## config.mk

```make
export PLATFORM = sky130hd
export DESIGN_NAME = expiring_assoc_value_cache_unit_flat
export DESIGN_NICKNAME = d
export VERILOG_FILES = /design/src/rtl/eavc_pkg.sv /design/src/rtl/eavc_if.sv /design/src/rtl/eavc_ram.sv /design/src/rtl/eavc_probe.sv /design/src/rtl/expiring_assoc_value_cache_unit.sv /design/src/flat_wrapper.sv
export SDC_FILE = /design/constraint.sdc
export NUM_CORES = 2
export LEC_CHECK = 0
export BUFFER_PORTS_ARGS = -buffer_cell sky130_fd_sc_hd__buf_2
export CORE_MARGIN = 1.5
export CORE_UTILIZATION = 25
export CTS_BUF_LIST = sky130_fd_sc_hd__clkbuf_8
export DETAILED_ROUTE_END_ITERATION = 6
export PLACE_DENSITY = 0.44
export SLEW_MARGIN = 20
export SYNTH_ARGS = -nofsm -noshare
export SYNTH_HDL_FRONTEND = slang
export SYNTH_SLANG_ARGS = --single-unit
```

## constraint.sdc

```tcl
create_clock -name clk -period 25 [get_ports clk]
set_input_delay 7.5 -clock clk [delete_from_list [all_inputs] [get_ports clk]]
set_output_delay 7.5 -clock clk [all_outputs]
set_load 0.01 [all_outputs]
```

## src/rtl/eavc_pkg.sv

```systemverilog
`timescale 1ns / 1ps
package eavc_pkg;

  localparam int ENTRIES_DEF  = 8;
  localparam int KEY_BITS_DEF = 32;

  localparam int TICK_W  = 32;
  localparam int HALF_W  = 16;
  localparam int PROP_W  = 3;
  localparam int FLAG_W  = 2;
  localparam int VALUE_W = 17;
  localparam int SLOT_W  = 3;
  localparam int COUNT_W = 32;

  localparam logic [TICK_W-1:0] EXPIRY_RST = 32'd1000;

  localparam logic KIND_CACHED = 1'b0;
  localparam logic KIND_DIRECT = 1'b1;

  localparam logic [PROP_W-1:0] PROP_X       = 3'd0;
  localparam logic [PROP_W-1:0] PROP_Y       = 3'd1;
  localparam logic [PROP_W-1:0] PROP_WIDTH   = 3'd2;
  localparam logic [PROP_W-1:0] PROP_HEIGHT  = 3'd3;
  localparam logic [PROP_W-1:0] PROP_ENABLED = 3'd4;
  localparam logic [PROP_W-1:0] PROP_VISIBLE = 3'd5;

  // Verdict of the entry probe on one examined entry
  typedef struct packed {
    logic live;
    logic expired;
    logic hit;
  } probe_res_t;

  // Select one property from a packed record: x/y sign-extended, flags as 0 or 1
  function automatic logic [VALUE_W-1:0] pick_value(
    input logic [PROP_W-1:0] prop,
    input logic [TICK_W-1:0] pos,
    input logic [TICK_W-1:0] size,
    input logic [FLAG_W-1:0] flags
  );
    logic [VALUE_W-1:0] v;
    unique case (prop)
      PROP_X:       v = {pos[HALF_W-1], pos[HALF_W-1:0]};
      PROP_Y:       v = {pos[TICK_W-1], pos[TICK_W-1:HALF_W]};
      PROP_WIDTH:   v = {1'b0, size[HALF_W-1:0]};
      PROP_HEIGHT:  v = {1'b0, size[TICK_W-1:HALF_W]};
      PROP_ENABLED: v = {{(VALUE_W-1){1'b0}}, flags[0]};
      PROP_VISIBLE: v = {{(VALUE_W-1){1'b0}}, flags[1]};
      default:      v = '0;
    endcase
    return v;
  endfunction

endpackage

```

## src/rtl/eavc_if.sv

```systemverilog
`timescale 1ns / 1ps
interface eavc_in_if;
  logic               valid;
  logic               ready;
  logic               kind;
  logic [31:0]        key;
  logic [2:0]         property_req;
  logic [31:0]        now_tick;
  logic signed [15:0] fill_x;
  logic signed [15:0] fill_y;
  logic [15:0]        fill_width;
  logic [15:0]        fill_height;
  logic               fill_enabled;
  logic               fill_visible;

  modport source (
    output valid, kind, key, property_req, now_tick, fill_x, fill_y,
           fill_width, fill_height, fill_enabled, fill_visible,
    input  ready
  );
  modport sink (
    input  valid, kind, key, property_req, now_tick, fill_x, fill_y,
           fill_width, fill_height, fill_enabled, fill_visible,
    output ready
  );
endinterface

interface eavc_out_if;
  logic               valid;
  logic               ready;
  logic signed [16:0] value;
  logic               served_from_cache;
  logic [2:0]         slot;
  logic [31:0]        hit_total;
  logic [31:0]        miss_total;

  modport source (
    output valid, value, served_from_cache, slot, hit_total, miss_total,
    input  ready
  );
  modport sink (
    input  valid, value, served_from_cache, slot, hit_total, miss_total,
    output ready
  );
endinterface

```

## src/rtl/eavc_ram.sv

```systemverilog
`timescale 1ns / 1ps
module eavc_ram #(
  parameter int WIDTH = 8,
  parameter int DEPTH = 8,
  localparam int AW   = (DEPTH > 1) ? $clog2(DEPTH) : 1
) (
  input  logic             clk,
  input  logic             we,
  input  logic [AW-1:0]    waddr,
  input  logic [WIDTH-1:0] wdata,
  input  logic [AW-1:0]    raddr,
  output logic [WIDTH-1:0] rdata
);

  logic [WIDTH-1:0] mem [DEPTH];

  always_ff @(posedge clk) begin
    if (we) begin
      mem[waddr] <= wdata;
    end
    rdata <= mem[raddr];
  end

endmodule

```

## src/rtl/eavc_probe.sv

```systemverilog
`timescale 1ns / 1ps
module eavc_probe import eavc_pkg::*; #(
  parameter int KEY_BITS = KEY_BITS_DEF
) (
  input  logic                ent_valid,
  input  logic [KEY_BITS-1:0] ent_key,
  input  logic [TICK_W-1:0]   ent_stamp,
  input  logic [KEY_BITS-1:0] req_key,
  input  logic [TICK_W-1:0]   now,
  input  logic [TICK_W-1:0]   expiry,
  output probe_res_t          res
);

  logic [TICK_W-1:0] age;
  logic              too_old;

  // Modular age, so a wrapped tick still gives the right distance
  assign age     = now - ent_stamp;
  assign too_old = age > expiry;

  assign res.live    = ent_valid;
  assign res.expired = ent_valid && too_old;
  assign res.hit     = ent_valid && !too_old && (ent_key == req_key);

endmodule

```

## src/rtl/expiring_assoc_value_cache_unit.sv

```systemverilog
`timescale 1ns / 1ps
// A direct item goes from acceptance straight to the result; a cached hit on entry i
// ends the scan at that entry; a cached miss scans all ENTRIES entries, then fills.
// Throughput: one item at a time, set by the single probe unit that examines one
// entry per cycle as it comes out of the record RAM, plus the fill write.
// Reset (rst_n, synchronous, active low): all entries empty, counters zero,
// expiry back to 1000 ticks, no result pending. The record RAM is not cleared.
module expiring_assoc_value_cache_unit import eavc_pkg::*; #(
  parameter int ENTRIES  = ENTRIES_DEF,
  parameter int KEY_BITS = KEY_BITS_DEF
) (
  input  logic              clk,
  input  logic              rst_n,
  eavc_in_if.sink           in_item,
  eavc_out_if.source        out_item,
  input  logic              cfg_we,
  input  logic [TICK_W-1:0] cfg_wdata
);

  localparam int IDX_W = (ENTRIES > 1) ? $clog2(ENTRIES) : 1;
  localparam logic [IDX_W-1:0] LAST_IDX = IDX_W'(ENTRIES - 1);

  // Record layout in the RAM: {flags, size, position, stamp, key}
  localparam int STAMP_LO = KEY_BITS;
  localparam int POS_LO   = STAMP_LO + TICK_W;
  localparam int SIZE_LO  = POS_LO + TICK_W;
  localparam int FLAGS_LO = SIZE_LO + TICK_W;
  localparam int REC_W    = FLAGS_LO + FLAG_W;

  typedef enum logic [3:0] {
    ST_IDLE = 4'b0001,
    ST_SCAN = 4'b0010,
    ST_FILL = 4'b0100,
    ST_DONE = 4'b1000
  } state_t;

  state_t state_r, state_nxt;

  // Request held for the whole scan
  logic [KEY_BITS-1:0] req_key_r, req_key_nxt;
  logic [PROP_W-1:0]   req_prop_r, req_prop_nxt;
  logic [TICK_W-1:0]   req_now_r, req_now_nxt;
  logic [TICK_W-1:0]   req_pos_r, req_pos_nxt;
  logic [TICK_W-1:0]   req_size_r, req_size_nxt;
  logic [FLAG_W-1:0]   req_flags_r, req_flags_nxt;

  // Scan sequencer: ptr_r issues reads, chk_* tracks the entry whose data is out
  logic [IDX_W-1:0]    ptr_r, ptr_nxt;
  logic                issue_done_r, issue_done_nxt;
  logic                chk_vld_r, chk_vld_nxt;
  logic [IDX_W-1:0]    chk_idx_r, chk_idx_nxt;
  logic                free_vld_r, free_vld_nxt;
  logic [IDX_W-1:0]    free_idx_r, free_idx_nxt;

  logic [ENTRIES-1:0]  valid_r, valid_nxt;
  logic [COUNT_W-1:0]  hit_count_r, hit_count_nxt;
  logic [COUNT_W-1:0]  miss_count_r, miss_count_nxt;
  logic [TICK_W-1:0]   expiry_r, expiry_nxt;

  // Finished result, waiting for the output register
  logic [VALUE_W-1:0]  res_value_r, res_value_nxt;
  logic                res_cached_r, res_cached_nxt;
  logic [SLOT_W-1:0]   res_slot_r, res_slot_nxt;

  logic                out_vld_r, out_vld_nxt;
  logic [VALUE_W-1:0]  out_value_r, out_value_nxt;
  logic                out_cached_r, out_cached_nxt;
  logic [SLOT_W-1:0]   out_slot_r, out_slot_nxt;
  logic [COUNT_W-1:0]  out_hits_r, out_hits_nxt;
  logic [COUNT_W-1:0]  out_misses_r, out_misses_nxt;

  logic                ram_we;
  logic [IDX_W-1:0]    ram_waddr;
  logic [REC_W-1:0]    ram_wdata;
  logic [REC_W-1:0]    ram_rdata;
  logic [IDX_W-1:0]    fill_idx;
  probe_res_t          probe;

  // Fill goes to the last free slot seen, or overwrites slot 0 when full
  assign fill_idx  = free_vld_r ? free_idx_r : '0;
  assign ram_we    = (state_r == ST_FILL);
  assign ram_waddr = fill_idx;
  assign ram_wdata = {req_flags_r, req_size_r, req_pos_r, req_now_r, req_key_r};

  eavc_ram #(
    .WIDTH (REC_W),
    .DEPTH (ENTRIES)
  ) u_ram (
    .clk   (clk),
    .we    (ram_we),
    .waddr (ram_waddr),
    .wdata (ram_wdata),
    .raddr (ptr_r),
    .rdata (ram_rdata)
  );

  // One entry per cycle through the shared age / key compare
  eavc_probe #(
    .KEY_BITS (KEY_BITS)
  ) u_probe (
    .ent_valid (valid_r[chk_idx_r]),
    .ent_key   (ram_rdata[KEY_BITS-1:0]),
    .ent_stamp (ram_rdata[STAMP_LO +: TICK_W]),
    .req_key   (req_key_r),
    .now       (req_now_r),
    .expiry    (expiry_r),
    .res       (probe)
  );

  assign in_item.ready              = (state_r == ST_IDLE);
  assign out_item.valid             = out_vld_r;
  assign out_item.value             = out_value_r;
  assign out_item.served_from_cache = out_cached_r;
  assign out_item.slot              = out_slot_r;
  assign out_item.hit_total         = out_hits_r;
  assign out_item.miss_total        = out_misses_r;

  always_comb begin
    state_nxt      = state_r;
    req_key_nxt    = req_key_r;
    req_prop_nxt   = req_prop_r;
    req_now_nxt    = req_now_r;
    req_pos_nxt    = req_pos_r;
    req_size_nxt   = req_size_r;
    req_flags_nxt  = req_flags_r;
    ptr_nxt        = ptr_r;
    issue_done_nxt = issue_done_r;
    chk_vld_nxt    = 1'b0;
    chk_idx_nxt    = chk_idx_r;
    free_vld_nxt   = free_vld_r;
    free_idx_nxt   = free_idx_r;
    valid_nxt      = valid_r;
    hit_count_nxt  = hit_count_r;
    miss_count_nxt = miss_count_r;
    expiry_nxt     = cfg_we ? cfg_wdata : expiry_r;
    res_value_nxt  = res_value_r;
    res_cached_nxt = res_cached_r;
    res_slot_nxt   = res_slot_r;
    out_vld_nxt    = out_vld_r && !out_item.ready;
    out_value_nxt  = out_value_r;
    out_cached_nxt = out_cached_r;
    out_slot_nxt   = out_slot_r;
    out_hits_nxt   = out_hits_r;
    out_misses_nxt = out_misses_r;

    unique case (state_r)
      ST_IDLE: begin
        if (in_item.valid) begin
          req_key_nxt   = KEY_BITS'(in_item.key);
          req_prop_nxt  = in_item.property_req;
          req_now_nxt   = in_item.now_tick;
          req_pos_nxt   = {in_item.fill_y, in_item.fill_x};
          req_size_nxt  = {in_item.fill_height, in_item.fill_width};
          req_flags_nxt = {in_item.fill_visible, in_item.fill_enabled};
          if (in_item.kind == KIND_DIRECT) begin
            // Bypass: answer from the fill fields, leave the cache alone
            res_value_nxt  = pick_value(in_item.property_req,
                                        {in_item.fill_y, in_item.fill_x},
                                        {in_item.fill_height, in_item.fill_width},
                                        {in_item.fill_visible, in_item.fill_enabled});
            res_cached_nxt = 1'b0;
            res_slot_nxt   = '0;
            state_nxt      = ST_DONE;
          end else begin
            ptr_nxt        = '0;
            issue_done_nxt = 1'b0;
            free_vld_nxt   = 1'b0;
            state_nxt      = ST_SCAN;
          end
        end
      end

      ST_SCAN: begin
        // Issue the next read while the previous entry is examined
        if (!issue_done_r) begin
          chk_vld_nxt = 1'b1;
          chk_idx_nxt = ptr_r;
          if (ptr_r == LAST_IDX) begin
            issue_done_nxt = 1'b1;
          end else begin
            ptr_nxt = ptr_r + 1'b1;
          end
        end
        if (chk_vld_r) begin
          priority if (!probe.live) begin
            free_vld_nxt = 1'b1;
            free_idx_nxt = chk_idx_r;
          end else if (probe.expired) begin
            // Drop the stale record and note its slot
            valid_nxt[chk_idx_r] = 1'b0;
            free_vld_nxt         = 1'b1;
            free_idx_nxt         = chk_idx_r;
          end else if (probe.hit) begin
            hit_count_nxt  = hit_count_r + 1'b1;
            res_value_nxt  = pick_value(req_prop_r, ram_rdata[POS_LO +: TICK_W],
                                        ram_rdata[SIZE_LO +: TICK_W],
                                        ram_rdata[FLAGS_LO +: FLAG_W]);
            res_cached_nxt = 1'b1;
            res_slot_nxt   = SLOT_W'(chk_idx_r);
          end else begin
            // Live entry of another object: move on
          end
          if (probe.hit) begin
            chk_vld_nxt = 1'b0;
            state_nxt   = ST_DONE;
          end else if (chk_idx_r == LAST_IDX) begin
            chk_vld_nxt = 1'b0;
            state_nxt   = ST_FILL;
          end
        end
      end

      ST_FILL: begin
        valid_nxt[fill_idx] = 1'b1;
        miss_count_nxt      = miss_count_r + 1'b1;
        res_value_nxt       = pick_value(req_prop_r, req_pos_r, req_size_r, req_flags_r);
        res_cached_nxt      = 1'b0;
        res_slot_nxt        = SLOT_W'(fill_idx);
        state_nxt           = ST_DONE;
      end

      ST_DONE: begin
        // Hold the result until the output register is free
        if (!out_vld_r || out_item.ready) begin
          out_vld_nxt    = 1'b1;
          out_value_nxt  = res_value_r;
          out_cached_nxt = res_cached_r;
          out_slot_nxt   = res_slot_r;
          out_hits_nxt   = hit_count_r;
          out_misses_nxt = miss_count_r;
          state_nxt      = ST_IDLE;
        end
      end

      default: begin
        state_nxt = ST_IDLE;
      end
    endcase
  end

  always_ff @(posedge clk) begin
    if (!rst_n) begin
      state_r      <= ST_IDLE;
      issue_done_r <= 1'b0;
      chk_vld_r    <= 1'b0;
      free_vld_r   <= 1'b0;
      valid_r      <= '0;
      hit_count_r  <= '0;
      miss_count_r <= '0;
      expiry_r     <= EXPIRY_RST;
      out_vld_r    <= 1'b0;
    end else begin
      state_r      <= state_nxt;
      issue_done_r <= issue_done_nxt;
      chk_vld_r    <= chk_vld_nxt;
      free_vld_r   <= free_vld_nxt;
      valid_r      <= valid_nxt;
      hit_count_r  <= hit_count_nxt;
      miss_count_r <= miss_count_nxt;
      expiry_r     <= expiry_nxt;
      out_vld_r    <= out_vld_nxt;
    end
  end

  always_ff @(posedge clk) begin
    req_key_r    <= req_key_nxt;
    req_prop_r   <= req_prop_nxt;
    req_now_r    <= req_now_nxt;
    req_pos_r    <= req_pos_nxt;
    req_size_r   <= req_size_nxt;
    req_flags_r  <= req_flags_nxt;
    ptr_r        <= ptr_nxt;
    chk_idx_r    <= chk_idx_nxt;
    free_idx_r   <= free_idx_nxt;
    res_value_r  <= res_value_nxt;
    res_cached_r <= res_cached_nxt;
    res_slot_r   <= res_slot_nxt;
    out_value_r  <= out_value_nxt;
    out_cached_r <= out_cached_nxt;
    out_slot_r   <= out_slot_nxt;
    out_hits_r   <= out_hits_nxt;
    out_misses_r <= out_misses_nxt;
  end

`ifndef SYNTHESIS
  // A direct item never touches the scan: it goes straight to the result
  a_direct_skips_scan: assert property (@(posedge clk) disable iff (!rst_n)
    (in_item.valid && in_item.ready && in_item.kind == KIND_DIRECT) |=> state_r == ST_DONE)
    else $error("direct item did not go straight to result");

  // At most one of the two counters moves per cycle
  a_one_count_step: assert property (@(posedge clk) disable iff (!rst_n)
    1'b1 |=> (hit_count_r == $past(hit_count_r)) || (miss_count_r == $past(miss_count_r)))
    else $error("hit and miss counters moved together");

  // A noted free slot is still empty when the fill lands
  a_fill_slot_free: assert property (@(posedge clk) disable iff (!rst_n)
    (state_r == ST_FILL && free_vld_r) |-> !valid_r[free_idx_r])
    else $error("fill targets a live entry");
`endif

endmodule

```

## src/flat_wrapper.sv

```systemverilog
// flat-port wrapper written by rule: the top's interface ports become plain ports
module expiring_assoc_value_cache_unit_flat import eavc_pkg::*;
#(
  parameter int ENTRIES  = ENTRIES_DEF,
  parameter int KEY_BITS = KEY_BITS_DEF
)
  (clk, rst_n, cfg_we, cfg_wdata, in_item_valid, in_item_kind, in_item_key, in_item_property_req, in_item_now_tick, in_item_fill_x, in_item_fill_y, in_item_fill_width, in_item_fill_height, in_item_fill_enabled, in_item_fill_visible, in_item_ready, out_item_valid, out_item_value, out_item_served_from_cache, out_item_slot, out_item_hit_total, out_item_miss_total, out_item_ready);
  eavc_in_if in_item_i ();
  eavc_out_if out_item_i ();
  input  logic clk;
  input  logic rst_n;
  input  logic cfg_we;
  input  logic [TICK_W-1:0] cfg_wdata;
  input wire logic [$bits(in_item_i.valid)-1:0] in_item_valid;
  input wire logic [$bits(in_item_i.kind)-1:0] in_item_kind;
  input wire logic [$bits(in_item_i.key)-1:0] in_item_key;
  input wire logic [$bits(in_item_i.property_req)-1:0] in_item_property_req;
  input wire logic [$bits(in_item_i.now_tick)-1:0] in_item_now_tick;
  input wire logic [$bits(in_item_i.fill_x)-1:0] in_item_fill_x;
  input wire logic [$bits(in_item_i.fill_y)-1:0] in_item_fill_y;
  input wire logic [$bits(in_item_i.fill_width)-1:0] in_item_fill_width;
  input wire logic [$bits(in_item_i.fill_height)-1:0] in_item_fill_height;
  input wire logic [$bits(in_item_i.fill_enabled)-1:0] in_item_fill_enabled;
  input wire logic [$bits(in_item_i.fill_visible)-1:0] in_item_fill_visible;
  output wire logic [$bits(in_item_i.ready)-1:0] in_item_ready;
  output wire logic [$bits(out_item_i.valid)-1:0] out_item_valid;
  output wire logic [$bits(out_item_i.value)-1:0] out_item_value;
  output wire logic [$bits(out_item_i.served_from_cache)-1:0] out_item_served_from_cache;
  output wire logic [$bits(out_item_i.slot)-1:0] out_item_slot;
  output wire logic [$bits(out_item_i.hit_total)-1:0] out_item_hit_total;
  output wire logic [$bits(out_item_i.miss_total)-1:0] out_item_miss_total;
  input wire logic [$bits(out_item_i.ready)-1:0] out_item_ready;
  assign in_item_i.valid = in_item_valid;
  assign in_item_i.kind = in_item_kind;
  assign in_item_i.key = in_item_key;
  assign in_item_i.property_req = in_item_property_req;
  assign in_item_i.now_tick = in_item_now_tick;
  assign in_item_i.fill_x = in_item_fill_x;
  assign in_item_i.fill_y = in_item_fill_y;
  assign in_item_i.fill_width = in_item_fill_width;
  assign in_item_i.fill_height = in_item_fill_height;
  assign in_item_i.fill_enabled = in_item_fill_enabled;
  assign in_item_i.fill_visible = in_item_fill_visible;
  assign in_item_ready = in_item_i.ready;
  assign out_item_valid = out_item_i.valid;
  assign out_item_value = out_item_i.value;
  assign out_item_served_from_cache = out_item_i.served_from_cache;
  assign out_item_slot = out_item_i.slot;
  assign out_item_hit_total = out_item_i.hit_total;
  assign out_item_miss_total = out_item_i.miss_total;
  assign out_item_i.ready = out_item_ready;
  expiring_assoc_value_cache_unit #(.ENTRIES(ENTRIES), .KEY_BITS(KEY_BITS)) u_core (.clk(clk), .rst_n(rst_n), .in_item(in_item_i), .out_item(out_item_i), .cfg_we(cfg_we), .cfg_wdata(cfg_wdata));
endmodule
```

==> flow_summary.json <==
{
  "cp_cell_sequence": "nor2_1 > nand3b_1 > inv_1 > buf_2",
  "cts_setup_buffers": 0,
  "hp-class": "reg2reg",
  "critical-path-slowest-cell": "sky130_fd_sc_hd__dfxtp_1",
  "yosys.cell_types.count": 65,
  "critPathRequiredTime_ns": 17.50,
  "grt_pass1_vias": 31300,
  "stdcell_area_um2": 68400,
  "report.final.setup_viol": 0,
  "critical_path_class": "reg2out",
  "synth-seq-area-share": 0.748,
  "finalCriticalPeriod_ns": 9.42,
  "setup_tns_ns": 0,
  "floorplan.initialDensity": 0.252,
  "fin_worst_hold_slack_ns": 0.418,
  "dieArea_um2": 236000,
  "max-cap-violations": 0,
  "post_cts_hold_buffer_count": 0,
  "finalCritPeriodShare": 0.377,
  "clock_latency_ns": 1.00,
  "detailedRoute.firstPassIterationCount": 5,
  "maxSlewHeadroom": 0.310,
  "buffer_ports.inserted": 257,
  "report.final.slew_viol_count": 0,
  "number_of_standard_cells_after_synthesis": 3044,
  "timing.critical_path.from_type": "flip-flop",
  "critical_path.max_stage_delay_ns": 0.34,
  "cts_resized": 0,
  "syn_to_final_growth_pct": 17.7,
  "power.internal_w": 0.00436,
  "crit_path_max_fanout": 4,
  "ios": 258,
  "grt_util_all_layers": 0.129,
  "dp_hpwl_mm": 86.3,
  "fin_total_pwr_w": 0.00580,
  "worstMarginPinSlew_ns": 1.03,
  "grt_max_degree": 121,
  "first_pass_grt_wire_length_mm": 221,
  "vdd_drop_max_uv": 51.7,
  "placeableCoreArea_um2": 231000,
  "num-nets-final": 3740,
  "vias": 29700,
  "antenna_found_initial": 36,
  "report.final.hold_viol_count": 0,
  "outcome": "completed",
  "post_synthesis_sequential_element_count": 1530,
  "synth_area_per_cell_um2": 19.1,
  "post-route-drc-count": 0,
  "power.switching_w": 0.00144,
  "synth_enable_flop_cells": 1288,
  "timing.critical_path.buf_inv": 2,
  "root_buffer": "sky130_fd_sc_hd__clkbuf_8",
  "grt_setup_unrepaired": "false",
  "fmaxAchievable_mhz": 106,
  "seqCellArea_um2": 43500,
  "multi_input_comb_area_um2": 13900,
  "die_x_um": 485,
  "fillCellCount": 22700,
  "htree_levels": 5,
  "power_frac_comb": 0.102,
  "seq_power_share": 0.513,
  "drt_first_iter_violations": 2114,
  "synthesis.nets": 3283,
  "dpl_cell_area_um2": 63200,
  "cts_buffers": 282,
  "worst_setup_hold_path_clk_slew_ns": 0.06,
  "worstPathArrival_ns": 1.92,
  "synth.cell_area_um2": 58200,
  "p_leak_nw": 23.0,
  "leftover_overflow_at_the_end_of_global_routing": 0,
  "power_switching_share": 0.248,
  "synth_async_sr_flop_share": 0,
  "ys.warnings.count": 0,
  "clock_tree.buffer_depth": 4,
  "cp_top_family": "flip-flops",
  "final_antenna_net_count": 0,
  "power-per-cell-area_nw_per_um2": 84.7,
  "synthFlopType": "sky130_fd_sc_hd__edfxtp_1",
  "gp_congestion": 0.745,
  "end_kind": "output port",
  "route.final.wire_length_mm": 153,
  "finClkSkew_ns": 0.122,
  "detail_route.vias_per_cell": 4.41,
  "num_rows": 176,
  "die_h_um": 485,
  "clock_sink_count": 1530,
  "cts_tree": "done",
  "wl_per_cell_um": 22.8,
  "ratio_of_cells_with_drive_above_1_in_the_final_layout": 0.293,
  "power.share.clock": 0.385
}
## kinds of logic after synthesis
family / synth area share
adders and majority gates: 0.0148
and+or+nand+nor: 0.0347
AOI/OAI and AO/OA: 0.0358
buffers and inverters: 0.0139
xor gates and xnor gates: 0.0119
DFF: 0.748
muxes: 0.141
## layout by cell type, fill, tap and decap left out, types with 11 or more instances in the layout
| cell type | n |
|---|---|
| sky130_fd_sc_hd__a21o_1 | 25 |
| sky130_fd_sc_hd__and3_1 | 18 |
| sky130_fd_sc_hd__buf_4 | 40 |
| sky130_fd_sc_hd__ha_1 | 67 |
| sky130_fd_sc_hd__mux4_2 | 277 |
| sky130_fd_sc_hd__xor2_1 | 23 |
| sky130_fd_sc_hd__clkbuf_8 | 315 |
| sky130_fd_sc_hd__mux2_2 | 131 |
| sky130_fd_sc_hd__buf_2 | 257 |
| sky130_fd_sc_hd__o21ai_0 | 54 |
| sky130_fd_sc_hd__o41ai_1 | 13 |
| sky130_fd_sc_hd__a21oi_1 | 77 |
| sky130_fd_sc_hd__o211ai_1 | 20 |
| sky130_fd_sc_hd__a22oi_1 | 32 |
| sky130_fd_sc_hd__edfxtp_1 | 1288 |
| sky130_fd_sc_hd__and2_1 | 11 |
| sky130_fd_sc_hd__nand3_1 | 42 |
| sky130_fd_sc_hd__inv_1 | 186 |
| sky130_fd_sc_hd__o21a_1 | 12 |
| sky130_fd_sc_hd__nor2b_1 | 11 |
| sky130_fd_sc_hd__dfxtp_1 | 242 |
| sky130_fd_sc_hd__clkinv_2 | 17 |
| sky130_fd_sc_hd__a22o_1 | 14 |
| sky130_fd_sc_hd__a221oi_1 | 14 |
| sky130_fd_sc_hd__o311ai_0 | 14 |
| sky130_fd_sc_hd__nand2_1 | 92 |
| sky130_fd_sc_hd__nor2_1 | 84 |
| sky130_fd_sc_hd__mux2i_1 | 46 |
| sky130_fd_sc_hd__nand4_1 | 22 |
| sky130_fd_sc_hd__nand2b_1 | 25 |
| sky130_fd_sc_hd__or3_1 | 17 |
| sky130_fd_sc_hd__clkinv_1 | 27 |
| sky130_fd_sc_hd__xnor2_1 | 56 |
## metrics by stage
| step | std cells | util | worst slack, ns |
|---|---|---|---|
| global placement | 6241 | 0.274 | 15.14 |
| detailed placement | 6241 | 0.274 | 15.12 |
| CTS | 6722 | 0.297 | 15.46 |
| global route | 6728 | 0.297 | 15.38 |
| floorplan | 3044 | - | 13.06 |
| finish | 6732 | 0.297 | 15.58 |
## sequential cells by signal, summed over array words and instances, names as in the netlist, 4 cells and up
name / flops
u_core.req_pos_r: 32
u_core.req_now_r: 32
u_core.out_item.hit_total: 32
u_core.state_r: 4
u_core.req_size_r: 32
u_core.req_key_r: 32
u_core.miss_count_r: 32
u_core.res_value_r: 17
u_core.u_ram.rdata: 130
u_core.out_item.miss_total: 32
u_core.expiry_r: 32
u_core.u_ram.mem: 1040
u_core.hit_count_r: 32
u_core.valid_r: 8
u_core.out_item.value: 17
## routing by layer
layer	vias to the layer above	part of all wire	track usage
met5	-	0.0011	0
met4	28	0.027	0.0401
met1	15400	0.46	0.177
li1	13200	-	-
met3	312	0.056	0.0323
met2	821	0.45	0.198
## path summary, 6_finish.rpt
| kind | start | to | slack (ns) | depth (start not counted) |
|---|---|---|---|---|
| setup / recovery | u_core.state_r[1] | in_item_ready | 15.58 | 4 |
| hold / removal | u_core.res_value_r[11] | u_core.out_item.value[11] | 0.42 | 0 |
| setup reg to reg | u_core.req_now_r[3] | u_core.res_value_r[0] | 18.26 | 18 |
| hold reg to reg | u_core.res_value_r[11] | u_core.out_item.value[11] | 0.42 | 0 |
## final cells by class
type                    count  area share
diodes                      8    0.000292
clock buffers             315      0.0633
clock inverters           166      0.0122
inverters                  80     0.00441
multi-input cells        1302       0.203
flip-flops and latches   1530       0.636
well taps                3026      0.0553
repair buffers            305      0.0255
## power groups by stage
stage	sequential (W)	combinational, W	clock (W)
after floorplan	0.00299	0.000422	0
final	0.00298	0.000592	0.00223
after global routing	0.00299	0.000653	0.00243
after CTS	0.00298	0.000606	0.00233
after global placement	0.00303	0.000600	0
after detailed placement	0.00303	0.000603	0
## Yosys cell counts (5+ instances only)
master | instances | area (um2)
sky130_fd_sc_hd__or3_1 | 17 | 106
sky130_fd_sc_hd__a31oi_1 | 7 | 43.8
sky130_fd_sc_hd__nor2b_1 | 12 | 75.1
sky130_fd_sc_hd__clkbuf_1 | 98 | 368
sky130_fd_sc_hd__edfxtp_1 | 1288 | 38700
sky130_fd_sc_hd__mux2i_1 | 46 | 460
sky130_fd_sc_hd__a21boi_0 | 5 | 37.5
sky130_fd_sc_hd__o21ai_0 | 54 | 270
sky130_fd_sc_hd__nand4_1 | 22 | 138
sky130_fd_sc_hd__o21a_1 | 12 | 90.1
sky130_fd_sc_hd__o211ai_1 | 20 | 150
sky130_fd_sc_hd__ha_1 | 67 | 838
sky130_fd_sc_hd__mux4_2 | 277 | 6240
sky130_fd_sc_hd__a211oi_1 | 6 | 45.0
sky130_fd_sc_hd__buf_2 | 5 | 25.0
sky130_fd_sc_hd__a22o_1 | 14 | 123
sky130_fd_sc_hd__a21oi_1 | 77 | 385
sky130_fd_sc_hd__nor4_1 | 9 | 56.3
sky130_fd_sc_hd__xor2_1 | 23 | 201
sky130_fd_sc_hd__or2_2 | 6 | 37.5
sky130_fd_sc_hd__o41ai_1 | 13 | 114
sky130_fd_sc_hd__mux2_2 | 131 | 1480
sky130_fd_sc_hd__nor3_1 | 12 | 60.1
sky130_fd_sc_hd__a221oi_1 | 14 | 123
sky130_fd_sc_hd__a21o_1 | 25 | 188
sky130_fd_sc_hd__nand2b_1 | 25 | 156
sky130_fd_sc_hd__inv_1 | 79 | 297
sky130_fd_sc_hd__or4_1 | 9 | 67.6
sky130_fd_sc_hd__nand3_1 | 42 | 210
sky130_fd_sc_hd__o311ai_0 | 14 | 123
sky130_fd_sc_hd__xnor2_1 | 56 | 490
sky130_fd_sc_hd__dfxtp_1 | 242 | 4840
sky130_fd_sc_hd__nand2_1 | 92 | 345
sky130_fd_sc_hd__nor2_1 | 86 | 323
sky130_fd_sc_hd__buf_1 | 28 | 105
sky130_fd_sc_hd__and4_1 | 9 | 78.8
sky130_fd_sc_hd__and3_1 | 20 | 125
sky130_fd_sc_hd__a22oi_1 | 32 | 240
sky130_fd_sc_hd__and2_1 | 13 | 81.3
No activity file was read; power rests on OpenSTA's default activity.
